$ cat src/hdl/kmer_base5_window_encoder_defines.svh
// ----------------------------------------------------------------------------
// k-mer encoder assertion macros
// Shared property shorthands for the k-mer encoder, clocked on clk and
// disabled while rst_n is low.
// ----------------------------------------------------------------------------
`ifndef KMER_BASE5_WINDOW_ENCODER_DEFINES_SVH
`define KMER_BASE5_WINDOW_ENCODER_DEFINES_SVH

// same-cycle implication
`define KMER5_ASSERT_IMPL(label, cond, conseq, msg) \
    label: assert property (@(posedge clk) disable iff (!rst_n) (cond) |-> (conseq)) \
        else $error(msg);

// next-cycle implication
`define KMER5_ASSERT_NEXT(label, cond, conseq, msg) \
    label: assert property (@(posedge clk) disable iff (!rst_n) (cond) |=> (conseq)) \
        else $error(msg);

`endif

$ cat src/hdl/kmer5_pkg.sv
// ----------------------------------------------------------------------------
// k-mer encoder package
// Field widths, digit codes, control structs and the power-of-five table.
// ----------------------------------------------------------------------------
package kmer5_pkg;

    localparam int CHAR_W   = 8;
    localparam int DIGIT_W  = 3;
    localparam int KLEN_W   = 5;
    localparam int CODE_W   = 63;
    localparam int BUCKET_W = 5;
    localparam int SUFFIX_W = 59;
    localparam int POW5_LEN = 28;

    typedef logic [CHAR_W-1:0]   char_t;
    typedef logic [DIGIT_W-1:0]  digit_t;
    typedef logic [KLEN_W-1:0]   klen_t;
    typedef logic [CODE_W-1:0]   code_t;
    typedef logic [BUCKET_W-1:0] bucket_t;
    typedef logic [SUFFIX_W-1:0] suffix_t;

    // base digit codes
    localparam digit_t DIGIT_A = 3'd0;
    localparam digit_t DIGIT_C = 3'd1;
    localparam digit_t DIGIT_G = 3'd2;
    localparam digit_t DIGIT_T = 3'd3;
    localparam digit_t DIGIT_N = 3'd4;

    // window step control, shared by the digit line and the code register
    typedef struct packed {
        logic   shift;
        logic   clear;
        digit_t digit;
    } window_ctrl_t;

    // the three oldest digits of the window and the fill status
    typedef struct packed {
        digit_t d0;
        digit_t d1;
        digit_t d2;
        logic   full_after;
    } window_taps_t;

    typedef logic [POW5_LEN-1:0][CODE_W-1:0] pow5_tbl_t;

    function automatic pow5_tbl_t build_pow5();
        pow5_tbl_t tbl;
        tbl[0] = CODE_W'(1);
        for (int i = 1; i < POW5_LEN; i++) begin
            tbl[i] = CODE_W'(tbl[i-1] * CODE_W'(5));
        end
        return tbl;
    endfunction

    // 5^e for e = 0 .. 27, all below 2^63
    localparam pow5_tbl_t POW5 = build_pow5();

    // digit times a power of five, by shifts and adds, modulo 2^63
    function automatic code_t scale_digit(input code_t p, input digit_t d);
        code_t r;
        unique case (d)
            DIGIT_A: r = '0;
            DIGIT_C: r = p;
            DIGIT_G: r = {p[CODE_W-2:0], 1'b0};
            DIGIT_T: r = CODE_W'({p[CODE_W-2:0], 1'b0} + p);
            DIGIT_N: r = {p[CODE_W-3:0], 2'b00};
            default: r = '0;
        endcase
        return r;
    endfunction

endpackage

$ cat src/hdl/kmer5_char_if.sv
// ----------------------------------------------------------------------------
// character channel
// Valid/ready channel carrying one sequence character per request.
// ----------------------------------------------------------------------------
interface kmer5_char_if import kmer5_pkg::*; ();
    logic  valid;
    logic  ready;
    char_t base_char;

    modport source (output valid, output base_char, input ready);
    modport sink   (input valid, input base_char, output ready);
endinterface

$ cat src/hdl/kmer5_kmer_if.sv
// ----------------------------------------------------------------------------
// k-mer result channel
// Valid/ready channel carrying one encoded k-mer result per request.
// ----------------------------------------------------------------------------
interface kmer5_kmer_if import kmer5_pkg::*; ();
    logic    valid;
    logic    ready;
    logic    kmer_valid;
    code_t   kmer_code;
    bucket_t bucket;
    suffix_t suffix_code;
    logic    bad_char;

    modport source (output valid, output kmer_valid, output kmer_code, output bucket,
                    output suffix_code, output bad_char, input ready);
    modport sink   (input valid, input kmer_valid, input kmer_code, input bucket,
                    input suffix_code, input bad_char, output ready);
endinterface

$ cat src/hdl/kmer_base5_window_encoder.sv
// ----------------------------------------------------------------------------
// base-5 k-mer window encoder
// A character request reaches the result through the input register, then the
// result register. Throughput: one character per cycle while kmers.ready does
// not stall the result register, set by the rolling-code update feeding it.
// Reset: window, code and fill count cleared, k-mer length 21 (capped at
// MAX_K); writing the length also empties the window.
// ----------------------------------------------------------------------------
`include "kmer_base5_window_encoder_defines.svh"

module kmer_base5_window_encoder import kmer5_pkg::*; #(
    parameter int MAX_K = 27
) (
    input  logic          clk,
    input  logic          rst_n,
    input  logic          cfg_wr_en,
    input  klen_t         cfg_wr_data,
    kmer5_char_if.sink    chars,
    kmer5_kmer_if.source  kmers
);

    localparam int    KLEN_RESET = 21;
    localparam int    KLEN_MIN   = 3;
    localparam klen_t K_RESET    = KLEN_W'((KLEN_RESET > MAX_K) ? MAX_K : KLEN_RESET);
    localparam klen_t K_MIN      = KLEN_W'(KLEN_MIN);
    localparam klen_t K_MAX      = KLEN_W'(MAX_K);

    // character codes
    localparam char_t CH_NEWLINE = 8'h0A;
    localparam char_t CH_A_UP    = 8'h41;
    localparam char_t CH_C_UP    = 8'h43;
    localparam char_t CH_G_UP    = 8'h47;
    localparam char_t CH_T_UP    = 8'h54;
    localparam char_t CH_N_UP    = 8'h4E;
    localparam char_t CH_A_LO    = 8'h61;
    localparam char_t CH_C_LO    = 8'h63;
    localparam char_t CH_G_LO    = 8'h67;
    localparam char_t CH_T_LO    = 8'h74;
    localparam char_t CH_N_LO    = 8'h6E;

    klen_t        k_eff_reg;
    logic         s1_valid_reg;
    char_t        s1_char_reg;
    logic         out_valid_reg;
    logic         out_kmer_valid_reg;
    code_t        out_code_reg;
    bucket_t      out_bucket_reg;
    suffix_t      out_suffix_reg;
    logic         out_bad_reg;

    logic         res_ready;
    logic         in_ready;
    logic         advance;
    logic         is_base;
    logic         is_newline;
    digit_t       digit;
    window_ctrl_t ctrl;
    window_taps_t taps;
    code_t        code_new;
    bucket_t      bucket;
    suffix_t      suffix;

    // length register, held already clamped
    always_ff @(posedge clk or negedge rst_n)
    begin
        if (!rst_n)
            k_eff_reg <= K_RESET;
        else if (cfg_wr_en)
        begin
            if (cfg_wr_data < K_MIN)
                k_eff_reg <= K_MIN;
            else if (cfg_wr_data > K_MAX)
                k_eff_reg <= K_MAX;
            else
                k_eff_reg <= cfg_wr_data;
        end
    end

    // handshake: result register parts the two sides
    assign res_ready   = !out_valid_reg || kmers.ready;
    assign in_ready    = !s1_valid_reg || res_ready;
    assign advance     = s1_valid_reg && res_ready;
    assign chars.ready = in_ready;

    // input register
    always_ff @(posedge clk or negedge rst_n)
    begin
        if (!rst_n)
            s1_valid_reg <= 1'b0;
        else if (in_ready)
            s1_valid_reg <= chars.valid;
    end

    always_ff @(posedge clk)
    begin
        if (chars.valid && in_ready)
            s1_char_reg <= chars.base_char;
    end

    // character to digit
    always_comb
    begin
        is_base    = 1'b1;
        is_newline = 1'b0;
        digit      = DIGIT_A;
        unique case (s1_char_reg)
            CH_A_UP, CH_A_LO: digit = DIGIT_A;
            CH_C_UP, CH_C_LO: digit = DIGIT_C;
            CH_G_UP, CH_G_LO: digit = DIGIT_G;
            CH_T_UP, CH_T_LO: digit = DIGIT_T;
            CH_N_UP, CH_N_LO: digit = DIGIT_N;
            CH_NEWLINE:
            begin
                is_base    = 1'b0;
                is_newline = 1'b1;
            end
            default:          is_base = 1'b0;
        endcase
    end

    // window step control
    assign ctrl.shift = advance && is_base && !cfg_wr_en;
    assign ctrl.clear = cfg_wr_en || (advance && !is_base && !is_newline);
    assign ctrl.digit = digit;

    kmer5_window #(
        .MAX_K (MAX_K)
    ) u_window (
        .clk   (clk),
        .rst_n (rst_n),
        .k_eff (k_eff_reg),
        .ctrl  (ctrl),
        .taps  (taps)
    );

    kmer5_code u_code (
        .clk      (clk),
        .rst_n    (rst_n),
        .k_eff    (k_eff_reg),
        .ctrl     (ctrl),
        .taps     (taps),
        .code_new (code_new),
        .bucket   (bucket),
        .suffix   (suffix)
    );

    // result register
    always_ff @(posedge clk or negedge rst_n)
    begin
        if (!rst_n)
            out_valid_reg <= 1'b0;
        else if (res_ready)
            out_valid_reg <= s1_valid_reg;
    end

    always_ff @(posedge clk)
    begin
        if (advance)
        begin
            out_kmer_valid_reg <= is_base && taps.full_after;
            out_code_reg       <= (is_base && taps.full_after) ? code_new : '0;
            out_bucket_reg     <= (is_base && taps.full_after) ? bucket : '0;
            out_suffix_reg     <= (is_base && taps.full_after) ? suffix : '0;
            out_bad_reg        <= !is_base && !is_newline;
        end
    end

    assign kmers.valid       = out_valid_reg;
    assign kmers.kmer_valid  = out_kmer_valid_reg;
    assign kmers.kmer_code   = out_code_reg;
    assign kmers.bucket      = out_bucket_reg;
    assign kmers.suffix_code = out_suffix_reg;
    assign kmers.bad_char    = out_bad_reg;

    // checks
    `KMER5_ASSERT_IMPL(a_kmer_not_bad, kmers.valid && kmers.kmer_valid, !kmers.bad_char,
        "k-mer result flagged as bad character")
    `KMER5_ASSERT_IMPL(a_bucket_range, kmers.valid && kmers.kmer_valid,
        kmers.bucket <= BUCKET_W'(24), "bucket above 24")
    `KMER5_ASSERT_IMPL(a_suffix_le_code, kmers.valid && kmers.kmer_valid,
        CODE_W'(kmers.suffix_code) <= kmers.kmer_code, "suffix code exceeds k-mer code")
    `KMER5_ASSERT_NEXT(a_newline_empty, advance && is_newline,
        kmers.valid && !kmers.kmer_valid && !kmers.bad_char, "newline gave a non-empty result")

endmodule

$ cat src/hdl/kmer5_window.sv
// ----------------------------------------------------------------------------
// digit window
// Variable-length shift line of base digits: a new digit enters at cell k-1,
// older digits move towards cell 0, so cells 0..2 always hold the oldest
// three digits of the current window. Also tracks the fill count.
// ----------------------------------------------------------------------------
module kmer5_window import kmer5_pkg::*; #(
    parameter int MAX_K = 27
) (
    input  logic         clk,
    input  logic         rst_n,
    input  klen_t        k_eff,
    input  window_ctrl_t ctrl,
    output window_taps_t taps
);

    digit_t cell_reg  [MAX_K];
    digit_t cell_next [MAX_K];
    klen_t  fill_reg;
    klen_t  fill_next;
    klen_t  entry_pos;

    assign entry_pos = KLEN_W'(k_eff - KLEN_W'(1));

    // next value of each cell
    for (genvar i = 0; i < MAX_K; i++) begin : g_cell
        if (i < MAX_K - 1) begin : g_mid
            always_comb
            begin
                if (ctrl.clear)
                    cell_next[i] = '0;
                else if (ctrl.shift)
                    cell_next[i] = (entry_pos == KLEN_W'(i)) ? ctrl.digit : cell_reg[i+1];
                else
                    cell_next[i] = cell_reg[i];
            end
        end else begin : g_last
            always_comb
            begin
                if (ctrl.clear)
                    cell_next[i] = '0;
                else if (ctrl.shift && (entry_pos == KLEN_W'(i)))
                    cell_next[i] = ctrl.digit;
                else
                    cell_next[i] = cell_reg[i];
            end
        end
    end

    // saturating fill count
    always_comb
    begin
        if (ctrl.clear)
            fill_next = '0;
        else if (ctrl.shift && (fill_reg < k_eff))
            fill_next = KLEN_W'(fill_reg + KLEN_W'(1));
        else
            fill_next = fill_reg;
    end

    always_ff @(posedge clk or negedge rst_n)
    begin
        if (!rst_n)
        begin
            for (int i = 0; i < MAX_K; i++) begin
                cell_reg[i] <= '0;
            end
            fill_reg <= '0;
        end
        else
        begin
            for (int i = 0; i < MAX_K; i++) begin
                cell_reg[i] <= cell_next[i];
            end
            fill_reg <= fill_next;
        end
    end

    // oldest digits and whether one more digit completes the window
    assign taps.d0         = cell_reg[0];
    assign taps.d1         = cell_reg[1];
    assign taps.d2         = cell_reg[2];
    assign taps.full_after = (fill_reg >= entry_pos);

endmodule

$ cat src/hdl/kmer5_code.sv
// ----------------------------------------------------------------------------
// rolling code unit
// Holds the base-5 code of the window and derives the next code, the bucket
// and the suffix code. Arithmetic wraps at 63 bits; every true result lies
// below 5^27 < 2^63, so the wrapped value is exact.
// ----------------------------------------------------------------------------
module kmer5_code import kmer5_pkg::*; (
    input  logic         clk,
    input  logic         rst_n,
    input  klen_t        k_eff,
    input  window_ctrl_t ctrl,
    input  window_taps_t taps,
    output code_t        code_new,
    output bucket_t      bucket,
    output suffix_t      suffix
);

    code_t code_reg;
    code_t code_next;
    code_t code_base;
    code_t drop0;
    code_t drop1;
    code_t drop2;
    klen_t k_m1;
    klen_t k_m2;

    assign k_m1 = KLEN_W'(k_eff - KLEN_W'(1));
    assign k_m2 = KLEN_W'(k_eff - KLEN_W'(2));

    // oldest digit leaves, the rest move up one place, new digit enters
    assign code_base = CODE_W'({code_reg, 2'b00} + {2'b00, code_reg}
                               + (CODE_W + 2)'(ctrl.digit));
    assign drop0     = scale_digit(POW5[k_eff], taps.d0);
    assign code_new  = CODE_W'(code_base - drop0);

    // leading two digits of the new window are the old second and third
    assign drop1  = scale_digit(POW5[k_m1], taps.d1);
    assign drop2  = scale_digit(POW5[k_m2], taps.d2);
    assign suffix = SUFFIX_W'(code_new - drop1 - drop2);
    assign bucket = BUCKET_W'(BUCKET_W'(taps.d1) * BUCKET_W'(5) + BUCKET_W'(taps.d2));

    // code register update
    always_comb
    begin
        if (ctrl.clear)
            code_next = '0;
        else if (ctrl.shift)
            code_next = code_new;
        else
            code_next = code_reg;
    end

    always_ff @(posedge clk or negedge rst_n)
    begin
        if (!rst_n)
            code_reg <= '0;
        else
            code_reg <= code_next;
    end

endmodule
$ cat src/flat_wrapper.sv
// flat-port wrapper written by rule: the top's interface ports become plain ports
module kmer_base5_window_encoder_flat import kmer5_pkg::*;
#(
    parameter int MAX_K = 27
)
  (clk, rst_n, cfg_wr_en, cfg_wr_data, chars_valid, chars_base_char, chars_ready, kmers_valid, kmers_kmer_valid, kmers_kmer_code, kmers_bucket, kmers_suffix_code, kmers_bad_char, kmers_ready);
  kmer5_char_if chars_i ();
  kmer5_kmer_if kmers_i ();
  input  logic clk;
  input  logic rst_n;
  input  logic cfg_wr_en;
  input  klen_t cfg_wr_data;
  input wire logic [$bits(chars_i.valid)-1:0] chars_valid;
  input wire logic [$bits(chars_i.base_char)-1:0] chars_base_char;
  output wire logic [$bits(chars_i.ready)-1:0] chars_ready;
  output wire logic [$bits(kmers_i.valid)-1:0] kmers_valid;
  output wire logic [$bits(kmers_i.kmer_valid)-1:0] kmers_kmer_valid;
  output wire logic [$bits(kmers_i.kmer_code)-1:0] kmers_kmer_code;
  output wire logic [$bits(kmers_i.bucket)-1:0] kmers_bucket;
  output wire logic [$bits(kmers_i.suffix_code)-1:0] kmers_suffix_code;
  output wire logic [$bits(kmers_i.bad_char)-1:0] kmers_bad_char;
  input wire logic [$bits(kmers_i.ready)-1:0] kmers_ready;
  assign chars_i.valid = chars_valid;
  assign chars_i.base_char = chars_base_char;
  assign chars_ready = chars_i.ready;
  assign kmers_valid = kmers_i.valid;
  assign kmers_kmer_valid = kmers_i.kmer_valid;
  assign kmers_kmer_code = kmers_i.kmer_code;
  assign kmers_bucket = kmers_i.bucket;
  assign kmers_suffix_code = kmers_i.suffix_code;
  assign kmers_bad_char = kmers_i.bad_char;
  assign kmers_i.ready = kmers_ready;
  kmer_base5_window_encoder #(.MAX_K(MAX_K)) u_core (.clk(clk), .rst_n(rst_n), .cfg_wr_en(cfg_wr_en), .cfg_wr_data(cfg_wr_data), .chars(chars_i), .kmers(kmers_i));
endmodule
$ cat config.mk
export PLATFORM = sky130hd
export DESIGN_NAME = kmer_base5_window_encoder_flat
export DESIGN_NICKNAME = d
export VERILOG_FILES = /design/src/hdl/kmer5_pkg.sv /design/src/hdl/kmer5_char_if.sv /design/src/hdl/kmer5_kmer_if.sv /design/src/hdl/kmer_base5_window_encoder.sv /design/src/hdl/kmer5_window.sv /design/src/hdl/kmer5_code.sv /design/src/flat_wrapper.sv
export VERILOG_INCLUDE_DIRS = /design/src /design/src/hdl
export SDC_FILE = /design/constraint.sdc
export NUM_CORES = 2
export LEC_CHECK = 0
export BUFFER_PORTS_ARGS = -buffer_cell sky130_fd_sc_hd__buf_2
export CELL_PAD_IN_SITES_DETAIL_PLACEMENT = 1
export CELL_PAD_IN_SITES_GLOBAL_PLACEMENT = 1
export CORE_ASPECT_RATIO = 2
export CORE_MARGIN = 4
export CORE_UTILIZATION = 45
export CTS_BUF_LIST = sky130_fd_sc_hd__clkbuf_2
export DETAILED_ROUTE_END_ITERATION = 8
export PLACE_DENSITY_LB_ADDON = 0.2
export SLEW_MARGIN = 5
export SYNTH_ARGS = -nofsm -noshare
export SYNTH_HDL_FRONTEND = slang
export SYNTH_SLANG_ARGS = --single-unit
export TNS_END_PERCENT = 5
$ cat constraint.sdc
create_clock -name clk -period 9.3 [get_ports clk]
set_input_delay 0.465 -clock clk [delete_from_list [all_inputs] [get_ports clk]]
set_output_delay 0.465 -clock clk [all_outputs]
set_load 0.02 [all_outputs]
==> qor.yml <==
rsz0062_at_grt: "yes"
crit_path_frequent_cell: "buf_4"
cp-start-kind: "flop"
ys_ff_latch: 293
first_pass_iters: 7
core_region_area_um2: 84800
relSlewSlack_pct: 22.1
area_delta_synth_final_pct: 34.9
synthXorXnorAreaFrac_pct: 5.99
cts_max_level: 3
crit_slowest_cell: "fa_1"
synth_top_family_by_area: "compound AO/OA/AOI/OAI gates"
start_util_pct: 45.3
drc_errors: 0
clk_latency_ps: 1520
clk_pin_slew_ps: 200
max_stage_delay_ps: 640
cts_buffers: 73
synth_adder_area_share_pct: 19.1
finalSetupTns_ps: -15780
synth.distinct_cells: 88
placed_area_um2: 46800
gp_congestion: 1.03
synth_mux_area_share_pct: 2.49
cap_violations: 0
timing.final.hold_violations: 0
nets: 6298
path_class: "flop to flop"
fmax_mhz: 97.6
drive_gt1_share_pct: 30.7
die_w_um: 215
die_area_um2: 90500
fin_ws_ps: -943
post-route-min-period_ps: 10240
cts_num_sinks: 293
die_h_um: 421
fin_area_um2: 51900
syn_nets: 5299
rows: 151
ant_nets: 0
required_ps: 10460
final_cell_mix: "buf_4, nor2_1, nand2_1, a21oi_1, o21ai_0"
synth.avg_cell_area_um2: 8.06
yosys.area_share.simple_pct: 16.2
syn_inst: 4770
grt_antenna_before_repair: 17
synth_compound_area_share_pct: 30.6
end_kind: "flop"
finalCritPeriodShare_pct: 110
wl_per_cell_um: 33.0
fin_worst_skew_ps: 208
slew_viol_final: 0
cp_max_fo: 8
via_per_inst: 6.88
drt_iter0_drc: 4931
clock_path_buffers: 3
final_common_cell: "buf_4"
globalRouteOverflowTotal: 0
reg2reg_depth: 41
yosysWarnings: 0
worst_pin_slew_ps: 1170
largest_register_ffs: 72
dp_hpwl_um: 157000
first_global_vias: 50300
drt_wl_total_um: 228000
leakage_nw: 23.3
yosysSeqAreaShare_pct: 20.9
synth-edff-count: 137
ys.flop_type: "dfrtp_1"
peakVddDrop_mv: 0.191
finalSetupViolCount: 34
cts_tree: "built"
cts_root_buf: "clkbuf_2"
violations: "negative setup slack"
powerDensity_nw_per_um2: 272
status: "finished, violations left"
hold_path.class: "input pin to async pin"
async_reset_ff_share_pct: 53.2
grt_pass1_wl_um: 314000
grt_max_degree: 108
synth.cell_area_um2: 38400
place.port_buffers: 148
ios: 149
cp.arrival_ps: 11400
dp_worst_setup_slack_ps: -1680
groute.usage.overall_pct: 45.6
vias: 47500
## layout make-up
type                       instances  area (um2)
antenna                           15        37.5
tap                             1071        1340
multi-input combinational       3993       31800
timing repair buffer            1238        9300
sequential                       293        8030
clock buffer                      97         485
clock inverter                    31         206
fill                            9994       33000
inverter                         170         659
## final timing paths
path	from	end	slack, ps
max	u_core.k_eff_reg[2]	u_core.kmers.suffix_code[58]	-940
min	rst_n	u_core.u_code.code_reg[45]	210
max reg2reg	u_core.k_eff_reg[2]	u_core.kmers.suffix_code[58]	-940
min reg2reg	u_core.u_window.cell_reg[57]	u_core.u_window.cell_reg[57]	490
max in group asynchronous	rst_n	u_core.u_window.cell_reg[25]	8230
min in group clk	chars_valid	u_core.s1_char_reg[2]	270
## per-stage QoR
stage / hold slack [ps] / utilization [%] / power, mW / instances
2_1_floorplan: 169 / - / 6.29 / 4770
6_report: 207 / 61.1 / 14.1 / 6908
4_1_cts: 112 / 59.5 / 12.7 / 6857
3_5_place_dp: 470 / 55.2 / 10.7 / 6628
3_3_place_gp: 460 / 55.2 / 10.5 / 6628
5_1_grt: 288 / 61.1 / 14.6 / 6899
## worst max-delay path, delay by kind of cell (launching register included)
family	cells	cell delay [ps]
compound gates	17	3990
mux	1	70
simple gates	7	1040
fa+ha+maj	6	2330
buf+inv	8	1380
xor+xnor	2	460
flops	1	610
## per-layer routing
metal | track usage (%) | vias up | wire [um]
met5 | 0 | - | 132
met3 | 9.87 | 1690 | 18300
li1 | - | 19800 | -
met1 | 40.7 | 23100 | 68400
met2 | 79.8 | 2964 | 109000
met4 | 50.6 | 10 | 32600
## synth_stat cells (40+ instances only)
library cell    n  area, um2
a211oi_1       46        345
a21o_1        154       1160
a21oi_1       449       2250
a221oi_1       72        631
a222oi_1       54        541
a22o_1        117       1020
a22oi_1       115        863
a31oi_1        46        288
and2_1         85        532
clkbuf_1      286       1070
dfrtp_1       153       3830
edfxtp_1      137       4110
fa_1          125       2500
ha_1          386       4830
inv_1         164        616
mux2i_1        89        891
nand2_1       398       1490
nand2b_1       48        300
nand3_1        92        460
nand4_1        48        300
nor2_1        421       1580
nor2b_1        50        313
nor3_1         75        375
o211ai_1       40        300
o21a_1         46        345
o21ai_0       393       1970
o21bai_1       53        398
xnor2_1       177       1550
xor2_1         86        753
## power by group
group	internal, mW	switching, mW
registers	1.41	0.0272
logic	5.04	6.59
clock network	0.352	0.701
## kinds of logic after synthesis
kind of cell	Yosys count
compound gates	1782
mux	95
simple gates	1341
buf+inv	484
xor+xnor	263
flops	293
fa+ha+maj	512
## repair_timing
| item | CTS | global route |
|---|---|---|
| resized for setup | 378 | 228 |
| endpoints found under the hold margin | 187 | 0 |
| setup buffers | 56 | 38 |
| setup endpoints to repair | 47 | 40 |
| hold buffers | 45 | 0 |
| pin swaps | 138 | 132 |
Note: power is estimated with default switching activity, not from simulation.
